File: src/hdl/afc_pkg.sv
`default_nettype none

package afc_pkg;

    localparam int NUM_PLANES = 6;
    localparam int PIDX_W     = (NUM_PLANES > 1) ? $clog2(NUM_PLANES) : 1;

    // Q1.15 * Q16.16 products and the Q.31 sum of three of them less the offset
    localparam int PROD_W = 48;
    localparam int ACC_W  = 50;

    localparam logic ACT_LOAD = 1'b0;
    localparam logic ACT_TEST = 1'b1;

    localparam logic [1:0] V_INSIDE  = 2'd0;
    localparam logic [1:0] V_ISECT   = 2'd1;
    localparam logic [1:0] V_OUTSIDE = 2'd2;

    // phases of one plane: three near-corner products, then three far-corner products
    localparam logic [2:0] PH_NEAR_X   = 3'd0;
    localparam logic [2:0] PH_NEAR_Y   = 3'd1;
    localparam logic [2:0] PH_NEAR_Z   = 3'd2;
    localparam logic [2:0] PH_NEAR_CHK = 3'd3;
    localparam logic [2:0] PH_FAR_Y    = 3'd4;
    localparam logic [2:0] PH_FAR_Z    = 3'd5;
    localparam logic [2:0] PH_FAR_CHK  = 3'd6;

    typedef enum logic [1:0] {
        S_IDLE,
        S_RUN,
        S_DONE
    } state_t;

    typedef struct packed {
        logic signed [15:0] nx;
        logic signed [15:0] ny;
        logic signed [15:0] nz;
        logic signed [31:0] off;
        logic [2:0]         mask;
    } plane_t;

    typedef struct packed {
        logic load;
        logic accum;
    } mac_ctl_t;

endpackage

`default_nettype wire

File: src/hdl/afc_planes.sv
`default_nettype none

module afc_planes (
    input  wire logic                       clk,
    input  wire logic                       rst_n,
    input  wire logic                       wr_en,
    input  wire logic [afc_pkg::PIDX_W-1:0] wr_idx,
    input  wire logic signed [15:0]         wr_nx,
    input  wire logic signed [15:0]         wr_ny,
    input  wire logic signed [15:0]         wr_nz,
    input  wire logic signed [31:0]         wr_off,
    input  wire logic [afc_pkg::PIDX_W-1:0] rd_idx,
    output afc_pkg::plane_t                 rd_plane
);
    import afc_pkg::*;

    plane_t plane_reg [NUM_PLANES];

    always_ff @(posedge clk or negedge rst_n)
    begin
        if (!rst_n)
        begin
            for (int i = 0; i < NUM_PLANES; i++)
            begin
                plane_reg[i] <= '0;
            end
        end
        else if (wr_en)
        begin
            plane_reg[wr_idx].nx   <= wr_nx;
            plane_reg[wr_idx].ny   <= wr_ny;
            plane_reg[wr_idx].nz   <= wr_nz;
            plane_reg[wr_idx].off  <= wr_off;
            // near corner takes max on axes with a negative normal component
            plane_reg[wr_idx].mask <= {wr_nz[15], wr_ny[15], wr_nx[15]};
        end
    end

    assign rd_plane = plane_reg[rd_idx];

endmodule

`default_nettype wire

File: src/hdl/afc_mac.sv
`default_nettype none

module afc_mac (
    input  wire logic                clk,
    input  wire afc_pkg::mac_ctl_t   ctl,
    input  wire logic signed [15:0]  coef,
    input  wire logic signed [31:0]  coord,
    input  wire logic signed [31:0]  off,
    output logic                     sum_pos
);
    import afc_pkg::*;

    logic signed [PROD_W-1:0] prod_reg;
    logic signed [ACC_W-1:0]  acc_reg;
    logic signed [ACC_W-1:0]  acc_next;
    logic signed [ACC_W-1:0]  off_q31;
    logic signed [ACC_W-1:0]  sum;

    assign off_q31 = {{(ACC_W-47){off[31]}}, off, 15'b0};
    assign sum     = acc_reg + {{(ACC_W-PROD_W){prod_reg[PROD_W-1]}}, prod_reg};
    assign sum_pos = !sum[ACC_W-1] && (sum != '0);

    always_comb
    begin
        acc_next = acc_reg;
        if (ctl.load)
        begin
            acc_next = -off_q31;
        end
        else if (ctl.accum)
        begin
            acc_next = sum;
        end
    end

    always_ff @(posedge clk)
    begin
        prod_reg <= PROD_W'(coef * coord);
        acc_reg  <= acc_next;
    end

endmodule

`default_nettype wire

File: src/hdl/aabb_frustum_cull_top.sv
// Load word: accepted while idle, no result.
// Test word: one shared multiply-accumulate unit walks the planes in phases
// (3 near-corner products, 3 far-corner products, checks folded in); an outside
// plane ends the walk at its near-corner check. The verdict is registered after the walk.
// Not ready for a new word while walking or stalled.
// Reset: all planes cleared to zero normal and offset, output empty, sequencer idle.
`default_nettype none

module aabb_frustum_cull_top (
    input  wire logic               clk,
    input  wire logic               rst_n,
    input  wire logic               in_valid,
    output logic                    in_ready,
    input  wire logic               action,
    input  wire logic [2:0]         plane_index,
    input  wire logic signed [15:0] normal_x,
    input  wire logic signed [15:0] normal_y,
    input  wire logic signed [15:0] normal_z,
    input  wire logic signed [31:0] plane_offset,
    input  wire logic signed [31:0] box_min_x,
    input  wire logic signed [31:0] box_min_y,
    input  wire logic signed [31:0] box_min_z,
    input  wire logic signed [31:0] box_max_x,
    input  wire logic signed [31:0] box_max_y,
    input  wire logic signed [31:0] box_max_z,
    output logic                    out_valid,
    input  wire logic               out_ready,
    output logic [1:0]              verdict
);
    import afc_pkg::*;

    state_t state_reg, state_next;
    logic [PIDX_W-1:0] plane_reg, plane_next;
    logic [2:0]        phase_reg, phase_next;
    logic              isect_reg, isect_next;
    logic [1:0]        res_reg, res_next;
    logic              out_valid_reg, out_valid_next;
    logic [1:0]        verdict_reg, verdict_next;

    logic signed [31:0] lo_reg [3];
    logic signed [31:0] hi_reg [3];

    logic              accept;
    logic              load_wr;
    logic              last_plane;
    logic              out_free;
    logic              sum_pos;
    logic [1:0]        axis;
    logic              far_side;
    logic              use_hi;
    logic signed [15:0] coef;
    logic signed [31:0] coord;
    mac_ctl_t          mac_ctl;
    plane_t            plane;

    assign accept     = in_valid && in_ready;
    assign load_wr    = accept && (action == ACT_LOAD) && (int'(plane_index) < NUM_PLANES);
    assign last_plane = (plane_reg == PIDX_W'(NUM_PLANES - 1));
    assign out_free   = !out_valid_reg || out_ready;

    afc_planes u_planes (
        .clk      (clk),
        .rst_n    (rst_n),
        .wr_en    (load_wr),
        .wr_idx   (PIDX_W'(plane_index)),
        .wr_nx    (normal_x),
        .wr_ny    (normal_y),
        .wr_nz    (normal_z),
        .wr_off   (plane_offset),
        .rd_idx   (plane_reg),
        .rd_plane (plane)
    );

    // operand select for the current phase
    always_comb
    begin
        case (phase_reg)
            PH_NEAR_X:   axis = 2'd0;
            PH_NEAR_Y:   axis = 2'd1;
            PH_NEAR_Z:   axis = 2'd2;
            PH_NEAR_CHK: axis = 2'd0;
            PH_FAR_Y:    axis = 2'd1;
            PH_FAR_Z:    axis = 2'd2;
            default:     axis = 2'd0;
        endcase
        far_side = (phase_reg >= PH_NEAR_CHK);
        use_hi   = plane.mask[axis] ^ far_side;
        case (axis)
            2'd0:    coef = plane.nx;
            2'd1:    coef = plane.ny;
            default: coef = plane.nz;
        endcase
        coord = use_hi ? hi_reg[axis] : lo_reg[axis];
    end

    afc_mac u_mac (
        .clk     (clk),
        .ctl     (mac_ctl),
        .coef    (coef),
        .coord   (coord),
        .off     (plane.off),
        .sum_pos (sum_pos)
    );

    // next state
    always_comb
    begin
        state_next = state_reg;
        case (state_reg)
            S_IDLE:
            begin
                if (accept && (action == ACT_TEST))
                begin
                    state_next = S_RUN;
                end
            end
            S_RUN:
            begin
                if ((phase_reg == PH_NEAR_CHK) && sum_pos)
                begin
                    state_next = S_DONE;
                end
                else if ((phase_reg == PH_FAR_CHK) && last_plane)
                begin
                    state_next = S_DONE;
                end
            end
            S_DONE:
            begin
                if (out_free)
                begin
                    state_next = S_IDLE;
                end
            end
            default: state_next = S_IDLE;
        endcase
    end

    // outputs and datapath control
    always_comb
    begin
        in_ready       = 1'b0;
        mac_ctl        = '0;
        plane_next     = plane_reg;
        phase_next     = phase_reg;
        isect_next     = isect_reg;
        res_next       = res_reg;
        out_valid_next = out_valid_reg && !out_ready;
        verdict_next   = verdict_reg;
        case (state_reg)
            S_IDLE:
            begin
                in_ready   = 1'b1;
                plane_next = '0;
                phase_next = PH_NEAR_X;
                isect_next = 1'b0;
            end
            S_RUN:
            begin
                case (phase_reg)
                    PH_NEAR_X:
                    begin
                        mac_ctl.load = 1'b1;
                        phase_next   = PH_NEAR_Y;
                    end
                    PH_NEAR_CHK:
                    begin
                        mac_ctl.load = 1'b1;
                        phase_next   = PH_FAR_Y;
                        if (sum_pos)
                        begin
                            res_next = V_OUTSIDE;
                        end
                    end
                    PH_FAR_CHK:
                    begin
                        phase_next = PH_NEAR_X;
                        plane_next = plane_reg + 1'b1;
                        isect_next = isect_reg || sum_pos;
                        res_next   = (isect_reg || sum_pos) ? V_ISECT : V_INSIDE;
                    end
                    default:
                    begin
                        mac_ctl.accum = 1'b1;
                        phase_next    = phase_reg + 3'd1;
                    end
                endcase
            end
            S_DONE:
            begin
                if (out_free)
                begin
                    out_valid_next = 1'b1;
                    verdict_next   = res_reg;
                end
            end
            default: ;
        endcase
    end

    always_ff @(posedge clk or negedge rst_n)
    begin
        if (!rst_n)
        begin
            state_reg     <= S_IDLE;
            plane_reg     <= '0;
            phase_reg     <= PH_NEAR_X;
            isect_reg     <= 1'b0;
            out_valid_reg <= 1'b0;
        end
        else
        begin
            state_reg     <= state_next;
            plane_reg     <= plane_next;
            phase_reg     <= phase_next;
            isect_reg     <= isect_next;
            out_valid_reg <= out_valid_next;
        end
    end

    always_ff @(posedge clk)
    begin
        res_reg     <= res_next;
        verdict_reg <= verdict_next;
        if (accept && (action == ACT_TEST))
        begin
            lo_reg[0] <= box_min_x;
            lo_reg[1] <= box_min_y;
            lo_reg[2] <= box_min_z;
            hi_reg[0] <= box_max_x;
            hi_reg[1] <= box_max_y;
            hi_reg[2] <= box_max_z;
        end
    end

    assign out_valid = out_valid_reg;
    assign verdict   = verdict_reg;

endmodule

`default_nettype wire

File: config.mk
export PLATFORM = sky130hd
export DESIGN_NAME = aabb_frustum_cull_top
export DESIGN_NICKNAME = d
export VERILOG_FILES = /design/src/hdl/afc_pkg.sv /design/src/hdl/afc_planes.sv /design/src/hdl/afc_mac.sv /design/src/hdl/aabb_frustum_cull_top.sv
export SDC_FILE = /design/constraint.sdc
export NUM_CORES = 2
export LEC_CHECK = 0
export ABC_AREA = 1
export BUFFER_PORTS_ARGS = -buffer_cell sky130_fd_sc_hd__buf_2
export CORE_MARGIN = 4
export CORE_UTILIZATION = 40
export DETAILED_ROUTE_END_ITERATION = 7
export PLACE_DENSITY = 0.58
export SKIP_CTS_REPAIR_TIMING = 1
export SLEW_MARGIN = 20
export SYNTH_ARGS = -nofsm -noshare
export SYNTH_HDL_FRONTEND = slang
export SYNTH_SLANG_ARGS = --single-unit
File: constraint.sdc
create_clock -name clk -period 20.5 [get_ports clk]
set_input_delay 3.075 -clock clk [delete_from_list [all_inputs] [get_ports clk]]
set_output_delay 3.075 -clock clk [all_outputs]
set_load 0.02 [all_outputs]
### Word level (Yosys, flattened, before mapping)

Memory sizes are Yosys's and may differ from the RTL's.
Index checks and enable logic that the tools add are counted.

| word-level totals | value |
|---|---|
| flip-flop bits (word level) | 610 |
| bits in latches | 0 |
| RAM bits | 192 |
| memory bits (read-only) | 0 |
| input bits | 280 |
| logic and storage cells | 147 |
| memories kept | 2 |

| operators by class | value |
|---|---|
| add/sub/neg operators | 4 |
| multipliers | 1 |
| div/mod/pow operators | 0 |
| $lt $le $gt $ge | 6 |
| eq/ne operators | 15 |
| shifts and indexed selects | 0 |
| multiplexer cells | 47 |
| bitwise operators | 4 |
| reductions and logical operators | 29 |

Memories:

| name | words | width | rd ports | clocked after Yosys merged registers in | wr ports | RTL line | RTL |
|---|---|---|---|---|---|---|---|
| hi_reg | 3 | 32 | 1 | 0 | 3 | aabb_frustum_cull_top.sv:41 | `logic signed [31:0] hi_reg [3];` |
| lo_reg | 3 | 32 | 1 | 0 | 3 | aabb_frustum_cull_top.sv:40 | `logic signed [31:0] lo_reg [3];` |

Operators by type and width:

| kind | count |
|---|---|
| 498-bit bitwise mux | 5 |
| 83-bit demux with 3-bit select | 5 |
| 83-bit binary-select mux with 3-bit select | 1 |
| 83-bit 2-to-1 mux | 3 |
| 50-bit 2-to-1 mux | 2 |
| 67-bit 2-to-1 mux | 1 |
| 51-bit 2-to-1 mux | 1 |
| 50-bit adder | 1 |
| 47-bit negation with 50-bit output | 1 |
| 50-bit nonzero test | 1 |
| 16-bit by 32-bit multiplier with 48-bit output | 1 |
| 35-bit 2-to-1 mux | 1 |
| 32-bit 2-to-1 mux | 1 |
| 16-bit case mux with 2 select lines | 1 |
| 3-bit equality test, second input constant | 4 |
| 2-bit 2-to-1 mux | 6 |
| 3-bit case mux with 2 select lines | 2 |
| 1-bit 2-to-1 mux | 10 |
| 1-bit logical AND | 9 |
| 3-bit case mux with 3 select lines | 1 |
| 4-bit >= comparator, second input constant | 2 |
| 2-bit != test, second input constant | 4 |
| 3-bit NOT with 4-bit output | 2 |
| 2-bit case mux with 2 select lines | 2 |
| 25 further kinds | 39 |

### Depth between registers and ports, before layout

| depth | value |
|---|---|
| word-level depth | 10 |
| mapped depth | 44 |
| gate-level depth less buffers | 41 |

### Hierarchy

From an unflattened synthesis, not the netlist that was laid out.

| unflattened totals | value |
|---|---|
| cells, all modules | 7520 |
| area total of the unflattened synthesis | 58927.8 µm² |

Modules (own cells, without submodules):

| module | times used | cells an instance | area an instance (µm²) | seq. area each (µm²) |
|---|---|---|---|---|
| afc_mac | 1 | 3721 | 26768.2 | 2462.4 |
| afc_planes | 1 | 3031 | 23455.0 | 12462.0 |
| aabb_frustum_cull_top | 1 | 768 | 8704.6 | 6135.9 |

### Worst setup path after synthesis

OpenSTA, ideal clock, no wires.

| path | value |
|---|---|
| kind | input-to-reg |
| start point | input port in_valid |
| end point | memory hi_reg[0][0], enable pin |
| library setup time | 0.750 ns |
| arrival time | 11.297 ns |
| data required time | 19.750 ns |
| slack | 8.453 ns |
| cell stages on the path | 4 |
| cell sequence | inv_1 -> nor2_1 -> inv_1 -> nor2_1 |

RTL lines:

| what | RTL line | RTL |
|---|---|---|
| start: declaration | aabb_frustum_cull_top.sv:12 | `input wire logic in_valid,` |
| end: declaration | aabb_frustum_cull_top.sv:41 |  |

### Worst setup path in the final report

| path | value |
|---|---|
| start point | register plane_reg[0] |
| end point | register u_mac.prod_reg[40] |

| between the ends | value |
|---|---|
| longest elaborated chain between the ends | 9 |

RTL lines:

| what | RTL line | RTL |
|---|---|---|
| start: declaration | aabb_frustum_cull_top.sv:33 | `logic [PIDX_W-1:0] plane_reg, plane_next;` |
| start signal: assignment | aabb_frustum_cull_top.sv:214 | `plane_reg <= plane_next;` |
| 3-bit NOT with 4-bit output (implied by the code) * | afc_planes.sv:39 | `assign rd_plane = plane_reg[rd_idx];` |
| 83-bit binary-select mux with 3-bit select * | afc_planes.sv:39 |  |
| 83-bit 2-to-1 mux (implied by the code) * (2 in series) | afc_planes.sv:39 |  |
| 1-bit binary-select mux with 2-bit select | aabb_frustum_cull_top.sv:87 | `use_hi = plane.mask[axis] ^ far_side;` |
| 1-bit 2-to-1 mux (implied by the code) | aabb_frustum_cull_top.sv:87 |  |
| 1-bit XOR | aabb_frustum_cull_top.sv:87 |  |
| 32-bit 2-to-1 mux | aabb_frustum_cull_top.sv:93 | `coord = use_hi ? hi_reg[axis] : lo_reg[axis];` |
| 16-bit by 32-bit multiplier with 48-bit output * | afc_mac.sv:38 | `prod_reg <= PROD_W'(coef * coord);` |
| end signal: assignment | afc_mac.sv:38 |  |
| end: declaration | afc_mac.sv:13 | `logic signed [PROD_W-1:0] prod_reg;` |

Mark *: on every way between the ends. The rest lies on a longest branch, timed or not. The select of a mux whose other input is x is not followed.
A chain may end at the register's enable or synchronous reset.

==> results.sh <==
export IMPL_outcome="finished clean"
export IMPL_vias=44900
export IMPL_setup_viol=0
export IMPL_htreeDepth=3
export IMPL_syn2layout_area_growth_pct=10.8
export IMPL_final_common_cell="nand2_1"
export IMPL_cts_tree="yes"
export IMPL_die_area_sq_mm=0.145
export IMPL_post_place_ws_ns=9.14
export IMPL_critPathLaunch="plane_reg[0]$_DFFE_PN0P_"
export IMPL_drtPass1Iterations=6
export IMPL_grt_max_degree=182
export IMPL_hold_start="u_planes.plane_reg[167]$_DFFE_PN0P_"
export IMPL_gr_usage_all_layers_pct=23.9
export IMPL_first_iter_violations=4045
export IMPL_cts_sinks=802
export IMPL_io_pins=284
export IMPL_routed_wl_um=176000
export IMPL_synth_area_top_cells="dfrtp_1, fa_1, edfxtp_1"
export IMPL_start_util_pct=40.4
export IMPL_fin_ws_ns=8.95
export IMPL_die_w_um=381
export IMPL_r2r_end="u_mac.prod_reg[40]$_DFF_P_"
export IMPL_stdcell_count=8700
export IMPL_slew_limit_headroom_pct=20.5
export IMPL_regArea_sq_mm=0.0211
export IMPL_grt_pass1_wl_um=271000
export IMPL_hp_class="reg2reg"
export IMPL_path_max_fanout=91
export IMPL_cts_made_buffers=92
export IMPL_drive_gt1_share_pct=8.68
export IMPL_synth_edf_count=246
export IMPL_reg2reg_depth=29
export IMPL_synth_seq_area_share_pct=37.8
export IMPL_critical_path_class="reg2reg"
export IMPL_syn_area_sq_mm=0.0557
export IMPL_maxCapViolations=0
export IMPL_grt_overflow=0
export IMPL_routedWlPerCell_um=20.2
export IMPL_row_count=136
export IMPL_synth_distinct_cells=56
export IMPL_fillCellCount=13800
export IMPL_fmax_ghz=0.0866
export IMPL_synthCells=6613
export IMPL_antenna_found_initial=7
export IMPL_fin_crit_sh_pct=56.3
export IMPL_dp_cells=8526
export IMPL_crit_path_end_kind="flop"
export IMPL_startpoint_type="flop"
export IMPL_syn_nets=7552
export IMPL_portBuffers=283
export IMPL_largest_reg_flops=498
export IMPL_vias_per_cell=5.16
export IMPL_grt_pass1_vias=44400
export IMPL_worst_slew_pin_transition_ns=1.19
export IMPL_async_flop_share_pct=63.3
export IMPL_final_cell_mix="nand2_1, inv_1, o21ai_0"
export IMPL_critPathSlowestCell="buf_4"
export IMPL_rsz0062_at_grt="no"
export IMPL_root_buffer="clkbuf_16"
export IMPL_insertion_delay_ns=0.71
export IMPL_path_clk_slew_ns=0.06
export IMPL_synth_main_ff_cell="dfrtp_1"
export IMPL_hold_violations=0
export IMPL_min_period_ns=11.55
export IMPL_antenna_left=0
export IMPL_core_region_area_sq_mm=0.138
export IMPL_syn_area_per_cell_sq_um=8.43
export IMPL_clock_skew_ns=0.0561
export IMPL_endpoint="u_mac.prod_reg[40]$_DFF_P_"
export IMPL_critPathMaxStageDelay_ns=0.83
export IMPL_slew_violations=0
export IMPL_crit_top_cell="fa_1"
export IMPL_tns_ns=0
export IMPL_route_detailed_drc=0
export IMPL_clockBufferDepth=3
export IMPL_gp_congestion=0.958
export IMPL_die_y_um=381
export IMPL_nets=7697
export IMPL_dp_hpwl_um=128000
export IMPL_rr_startpoint="plane_reg[0]$_DFFE_PN0P_"
export IMPL_crit_arrival_ns=12.09
export IMPL_crit_required_ns=21.04
export IMPL_multi_input_area_sq_mm=0.0293
export IMPL_r2r_setup_slack_ns=8.95
export IMPL_holdWs_ns=0.474
export IMPL_yosys_area_top_type="dfrtp_1"
export IMPL_synth_top_cell_area_share_pct=22.8
export IMPL_ys_warn_count=0
export IMPL_synth_seq_cells=802
## cells in the mapped netlist (3+ instances only)
cell and count:
dfrtp_1 508, nand2_1 1491, nand3b_1 10, buf_6 21, a31oi_2 9, a21oi_1 142, xor2_1 53, a31oi_1 35
nand3_1 103, nand2_2 29, xnor2_1 31, o221ai_1 18, or2_0 3, o22ai_1 122, buf_2 59, o21a_1 11
nor2_1 752, or2_2 16, a22oi_1 8, ha_1 172, nor2_2 11, inv_4 7, clkbuf_1 166, inv_2 32
inv_1 1032, o21ai_1 47, a32o_1 14, nand4_1 34, dfxtp_1 48, o31ai_1 7, a21boi_0 3, a32oi_1 6
buf_4 24, nor3_1 21, buf_1 3, fa_1 487, o21bai_1 4, nor4_1 8, o211ai_1 24, o21ai_0 776
edfxtp_1 246
## routing by layer
layer / GRT usage [%] / share of wire (%) / vias up
li1: - / - / 21200
met1: 35.2 / 46 / 22100
met2: 36.7 / 45 / 1433
met3: 4.47 / 7.5 / 177
met4: 5.58 / 2.0 / 0
met5: 0 / 0 / -
## worst max-delay path: cells and delay by family, from the launching register on
family / cells / cell delay (ns)
AND/OR/NAND/NOR: 9 / 2.57
flip-flops: 1 / 0.58
XOR/XNOR: 1 / 0.12
adder cells (fa/ha/maj): 7 / 3.86
buffers and inverters: 7 / 2.88
AO/OA/AOI/OAI: 5 / 1.20
## area by class of cell
cell class	count	share of cell area, %
flip-flops and latches	802	34.1
multi-input cells	4463	47.5
repair buffers	326	2.91
clock inverters	40	0.716
clock buffers	129	4.35
well taps	1863	3.78
inverters	1073	6.58
diodes	4	0.0162
## per-stage QoR
step	utilization, %	cell area [sq um]
6_report	44.7	61700
5_1_grt	44.7	61700
4_1_cts	44.7	61700
3_5_place_dp	42.4	58600
3_3_place_gp	42.4	58600
2_1_floorplan	-	55700
## worst min path at each step
stage,endpoint,cells past startpoint
finish,u_planes.plane_reg[167]$_DFFE_PN0P_,2
detailed placement,u_planes.plane_reg[166]$_DFFE_PN0P_,2
global placement,u_planes.plane_reg[167]$_DFFE_PN0P_,2
floorplan,verdict[0]$_DFFE_PP_,0
global route,u_planes.plane_reg[248]$_DFFE_PN0P_,2
CTS,u_planes.plane_reg[166]$_DFFE_PN0P_,2
## logic make-up (layout without fill, tap and decap cells)
| group | after synthesis | in the layout | share of synthesized area (%) |
|---|---|---|---|
| AO/OA/AOI/OAI | 1233 | 1233 | 12.2 |
| XOR/XNOR | 84 | 84 | 1.32 |
| adder cells (fa/ha/maj) | 659 | 659 | 21.4 |
| buffers and inverters | 1348 | 1568 | 9.71 |
| flip-flops | 802 | 802 | 37.8 |
| multiplexers | 2 | 2 | 0.0359 |
| other | 0 | 4 | 0 |
| AND/OR/NAND/NOR | 2485 | 2485 | 17.6 |
Power is left out: the tool's default activity adds up to more than one toggle a clock period on the data nets, which glitch-free logic cannot reach.
